## src/hw/rtl/lifo_stack_search_remove_macros.svh

```systemverilog
// Assertion macros for the stack block.
// Each macro expects i_clk and i_rst_n in the scope where it is used.
`ifndef LIFO_STACK_SEARCH_REMOVE_MACROS_SVH
`define LIFO_STACK_SEARCH_REMOVE_MACROS_SVH

// Same-cycle implication, off while reset is held.
`define LSSR_ASSERT_NOW(lbl, ante, cons, msg) \
    lbl: assert property (@(posedge i_clk) disable iff (!i_rst_n) (ante) |-> (cons)) \
        else $error(msg);

// Next-cycle implication, off while reset is held.
`define LSSR_ASSERT_NEXT(lbl, ante, cons, msg) \
    lbl: assert property (@(posedge i_clk) disable iff (!i_rst_n) (ante) |=> (cons)) \
        else $error(msg);

`endif

```

## src/hw/rtl/lssr_pkg.sv

```systemverilog
// Shared types and codes for the search-and-remove stack.
// No dependencies; used by every module of the block.
`default_nettype none

package lssr_pkg;

    localparam int DATA_W = 32;
    localparam int POS_W  = 7;

    // Command codes
    localparam logic [1:0] CMD_PUSH  = 2'd0;
    localparam logic [1:0] CMD_POP   = 2'd1;
    localparam logic [1:0] CMD_CLEAR = 2'd2;
    localparam logic [1:0] CMD_FIND  = 2'd3;

    // Status codes
    localparam logic [1:0] ST_OK        = 2'd0;
    localparam logic [1:0] ST_UNDERFLOW = 2'd1;
    localparam logic [1:0] ST_OVERFLOW  = 2'd2;
    localparam logic [1:0] ST_NOT_FOUND = 2'd3;

    // Per-cell update operation
    typedef logic [1:0] t_cell_op;
    localparam t_cell_op CELL_HOLD       = 2'd0;
    localparam t_cell_op CELL_FROM_ABOVE = 2'd1;
    localparam t_cell_op CELL_FROM_BELOW = 2'd2;

    typedef struct packed {
        logic [1:0]               command;
        logic signed [DATA_W-1:0] value;
    } t_req;

    typedef struct packed {
        logic signed [DATA_W-1:0] popped_value;
        logic [POS_W-1:0]         position;
        logic [1:0]               status;
        logic [POS_W-1:0]         entry_count;
        logic                     is_empty;
    } t_rsp;

endpackage

`default_nettype wire

```

## src/hw/rtl/lssr_cell.sv

```systemverilog
// One storage cell of the stack chain: holds a word, compares it to the key.
// Depends on lssr_pkg for the word width and cell operation codes.
`default_nettype none

module lssr_cell (
    input  wire logic                              i_clk,
    input  wire lssr_pkg::t_cell_op                i_op,
    input  wire logic signed [lssr_pkg::DATA_W-1:0] i_above,
    input  wire logic signed [lssr_pkg::DATA_W-1:0] i_below,
    input  wire logic signed [lssr_pkg::DATA_W-1:0] i_key,
    output logic signed [lssr_pkg::DATA_W-1:0]      o_word,
    output logic                                   o_match
);

    logic signed [lssr_pkg::DATA_W-1:0] r_word;

    // Take the neighbor's word or hold
    always_ff @(posedge i_clk) begin
        unique case (i_op)
            lssr_pkg::CELL_FROM_ABOVE: r_word <= i_above;
            lssr_pkg::CELL_FROM_BELOW: r_word <= i_below;
            default:                   r_word <= r_word;
        endcase
    end

    assign o_word  = r_word;
    assign o_match = (r_word == i_key);

endmodule

`default_nettype wire

```

## config.mk

```make
export PLATFORM = sky130hd
export DESIGN_NAME = lssr_cell
export DESIGN_NICKNAME = d
export VERILOG_FILES = /design/src/hw/rtl/lifo_stack_search_remove_macros.svh /design/src/hw/rtl/lssr_pkg.sv /design/src/hw/rtl/lssr_cell.sv
export SDC_FILE = /design/constraint.sdc
export NUM_CORES = 1
export LEC_CHECK = 0
export BUFFER_PORTS_ARGS = -buffer_cell sky130_fd_sc_hd__buf_2
export CAP_MARGIN = 40
export CORE_UTILIZATION = 40
export CTS_BUF_LIST = sky130_fd_sc_hd__clkbuf_4 sky130_fd_sc_hd__clkbuf_8 sky130_fd_sc_hd__clkbuf_16
export DETAILED_ROUTE_END_ITERATION = 10
export PLACE_DENSITY = 0.79
export SLEW_MARGIN = 20
export SYNTH_ARGS = -nofsm -noshare
export SYNTH_HDL_FRONTEND = slang
export SYNTH_SLANG_ARGS = --single-unit
```

## constraint.sdc

```tcl
create_clock -name i_clk -period 1.7 [get_ports i_clk]
set_clock_uncertainty 0.1 [all_clocks]
set_input_delay 0.17 -clock i_clk [delete_from_list [all_inputs] [get_ports i_clk]]
set_output_delay 0.17 -clock i_clk [all_outputs]
set_load 0.03 [all_outputs]
```

# Word level (Yosys, flattened, before mapping)
# Cells that the tools add are included.
[totals]
input_bits = 99
reg_bits = 32
output_inout_bits = 33
[op_classes]
eq_ne = 3
mux = 1
reduce_logical = 1
[op_table]
columns = ["cell", "n"]
rows = [
  ["32-bit case mux with 2 select lines", 1],
  ["32-bit equality test", 1],
  ["2-bit by 1-bit equality test with 1-bit output, second input constant", 1],
  ["2-bit equality test, second input constant", 1],
  ["2-bit nonzero test", 1],
]

# Depth between registers and ports, before layout
[logic_depth]
depth_word = 2
mapped_depth = 5

# Worst setup path before layout
# OpenSTA, ideal clock, no wires.
[synth_path]
path_type = "reg-to-output"
from = "register r_word (netlist bit o_word[31])"
to = "output o_match"
n_path_buf = 0
required_time_ns = 1.430
path_stages_with_launch = 5
setup_slack_ns = -0.096
arrival_ns = 1.526
cell_sequence = "edfxtp_1 > xor2_1 > nor4_1 > nand4_1 > nor2_1"
[synth_via]
elab_chain_len = 1
[synth_rtl]
columns = ["item", "line", "text"]
rows = [
  ["from (decl)", "lssr_cell.sv:15", "logic signed [lssr_pkg::DATA_W-1:0] r_word;"],
  ["from (signal assigned)", "lssr_cell.sv:20", "lssr_pkg::CELL_FROM_ABOVE: r_word <= i_above;"],
  ["from (signal assigned)", "lssr_cell.sv:21", "lssr_pkg::CELL_FROM_BELOW: r_word <= i_below;"],
  ["from (signal assigned)", "lssr_cell.sv:22", "default: r_word <= r_word;"],
  ["32-bit equality test", "lssr_cell.sv:27", "assign o_match = (r_word == i_key);"],
  ["to (decl)", "lssr_cell.sv:12", "output logic o_match"],
]
# No other way between the ends.

# Worst setup path in the final report
[layout_path]
from = "register r_word (netlist bit o_word[13])"
to = "output o_match"
# Same word-level chain as after synthesis.

==> impl_metrics.json <==
{
  "ant_nets": 0,
  "place_congestion": 0.712,
  "synth-simple-area-share_pct": 3.84,
  "violations": "setup timing",
  "syn_nets": 214,
  "cts_buffer_depth": 2,
  "root_buffer": "clkbuf_8",
  "p_leak_nw": 1.18,
  "final_util_pct": 63.4,
  "hold_buffers": 0,
  "clk_pin_slew_worst_paths_ns": 0.06,
  "antenna_found_initial": 0,
  "avgSynthCellArea_sq_um": 15.1,
  "nets": 353,
  "finalCritPeriodShare_pct": 110,
  "synth_xor_xnor_area_share_pct": 16.2,
  "holdPathStages": 2,
  "synth_cell_type_count": 11,
  "rsz0062_at_grt": "true",
  "place_ws_ns": 0.0228,
  "wl_um": 4260,
  "largest_reg_flops": 32,
  "dr.pass1.iters": 3,
  "drc_errors": 0,
  "groute.usage.overall_pct": 19.5,
  "post_drt_wl_per_cell_um": 14.1,
  "fin_hold_ws_ns": 0.0857,
  "area_growth_pct": 50.1,
  "fmax_ghz": 0.536,
  "worstHoldStart": "i_above[4]",
  "ys_seq_area_share_pct": 55.7,
  "core_area_sq_um": 4090,
  "status": "complete, but fails checks",
  "num_vias": 1414,
  "total_power_mw": 2.33,
  "start_kind": "flop",
  "overflow": 0,
  "min_to": "o_word[4]",
  "cts-buffers-inserted": 5,
  "p_per_area_nw_per_um2": 899,
  "drtIter0Drc": 32,
  "place_hpwl_um": 3500,
  "maxCapViolCount": 0,
  "period_needed_ns": 1.86,
  "fillers": 347,
  "endpoint_kind": "primary output",
  "antenna_cells": 0,
  "drive_gt1_share_pct": 70.4,
  "cp.arrival_ns": 1.59,
  "start_util_pct": 42.3,
  "cp_data_required_time_ns": 1.43,
  "regArea_sq_um": 961,
  "synth_compound_area_share_pct": 0,
  "setup_violations": 1,
  "final_max_slew_viol_count": 0,
  "cts_tree": "yes",
  "hold_viol": 0,
  "hp-class": "in -> reg",
  "dieArea_sq_um": 4580,
  "synth_warnings": 0,
  "ys_ff_latch": 32,
  "grt_max_degree": 20,
  "fin_ws_ns": -0.164,
  "die_y_um": 67.7,
  "clock-sinks": 32,
  "grt_pass1_vias": 1504,
  "path_class": "reg -> out",
  "rows": 23,
  "grt_pass1_wl_um": 6270,
  "worst_pin_slew_ns": 0.272,
  "die_w_um": 67.7,
  "port_buffers": 131,
  "slew-limit-headroom_pct": 81.7,
  "synthAdderAreaFrac_pct": 0.725,
  "muxShareOfSynthArea_pct": 20.9,
  "synth_area_sq_um": 1730,
  "synth_cells": 114,
  "irDropWorstVdd_mv": 0.678,
  "path_max_fanout": 2,
  "synth_top_family_by_area": "multiplexers",
  "multiInputGateArea_sq_um": 759,
  "viasPerCell": 4.67,
  "h-tree-depth": 2,
  "ios": 132
}
-- routing by layer --
metal / GRT usage, % / up-vias / part of all wire (%)
li1: - / 700 / -
met1: 18.2 / 639 / 33
met2: 37.3 / 71 / 57
met3: 8.11 / 4 / 9.1
met4: 6.38 / 0 / 0.99
met5: 0 / - / 0
-- Yosys cell counts --
cell / instances / share of area, %
mux2_2: 30 / 20
nor4_1: 8 / 2.9
mux2_1: 2 / 1.3
clkbuf_2: 1 / 0.29
inv_1: 2 / 0.43
edfxtp_1: 32 / 56
xor2_1: 32 / 16
buf_6: 3 / 2.0
nand4_1: 2 / 0.72
ha_1: 1 / 0.72
nor2_1: 1 / 0.22
-- worst max path at each step --
| stage | start | to | cells after the start |
|---|---|---|---|
| 4_1_cts | o_word[17] | o_match | 5 |
| 2_1_floorplan | o_word[31] | o_match | 4 |
| 3_5_place_dp | o_word[31] | o_match | 5 |
| 5_1_grt | o_word[11] | o_match | 5 |
| 6_report | o_word[13] | o_match | 5 |
| 3_3_place_gp | o_word[31] | o_match | 5 |
-- per-stage QoR --
step                      cells  area [sq um]  TNS (ns)
after floorplan             114          1730         0
after detailed placement    295          2460         0
after CTS                   303          2590    -0.196
after global routing        303          2590    -0.300
final                       303          2590    -0.164
after global placement      295          2460         0
-- cell families after synthesis --
family | count (synthesis)
flip-flops | 32
adder cells (fa/ha/maj) | 1
buffers and inverters | 6
XOR/XNOR | 32
multiplexers | 32
AND/OR/NAND/NOR | 11
-- cells in the final DEF, fill, tap and decap left out --
cell and count:
buf_2 130, xor2_1 32, edfxtp_1 32, mux2_2 30, nor4_2 6, clkbuf_8 5
buf_4 3, mux2_1 2, nor4_1 2, nand4_1 2, inv_1 2, clkinv_1 2
buf_12 2, nor2_2 1, ha_1 1, buf_6 1
-- what timing repair did --
item / in CTS / in global routing
setup endpoints to repair: 1 / 1
setup buffers: 1 / 0
gates resized for setup: 8 / 0
pin swaps: 3 / 1
-- power breakdown --
part / switching (mW) / internal [mW]
Clock: 0.249 / 0.269
Sequential: 0.0692 / 1.01
Combinational: 0.439 / 0.293
Total: 0.758 / 1.57
-- final cells by class --
type                       instances  area share, %
clock inverter                     2          0.290
sequential                        32           37.1
tap                               50           2.41
timing repair buffer             136           28.0
clock buffer                       5           2.66
inverter                           2          0.290
multi-input combinational         76           29.3
-- critical path, cell delays in order (launching register included) --
cell      delay (ns)
edfxtp_1        0.40
xor2_1          0.17
nor4_2          0.32
nand4_1         0.15
nor2_2          0.14
buf_6           0.14
(Power assumes the default switching activity.)
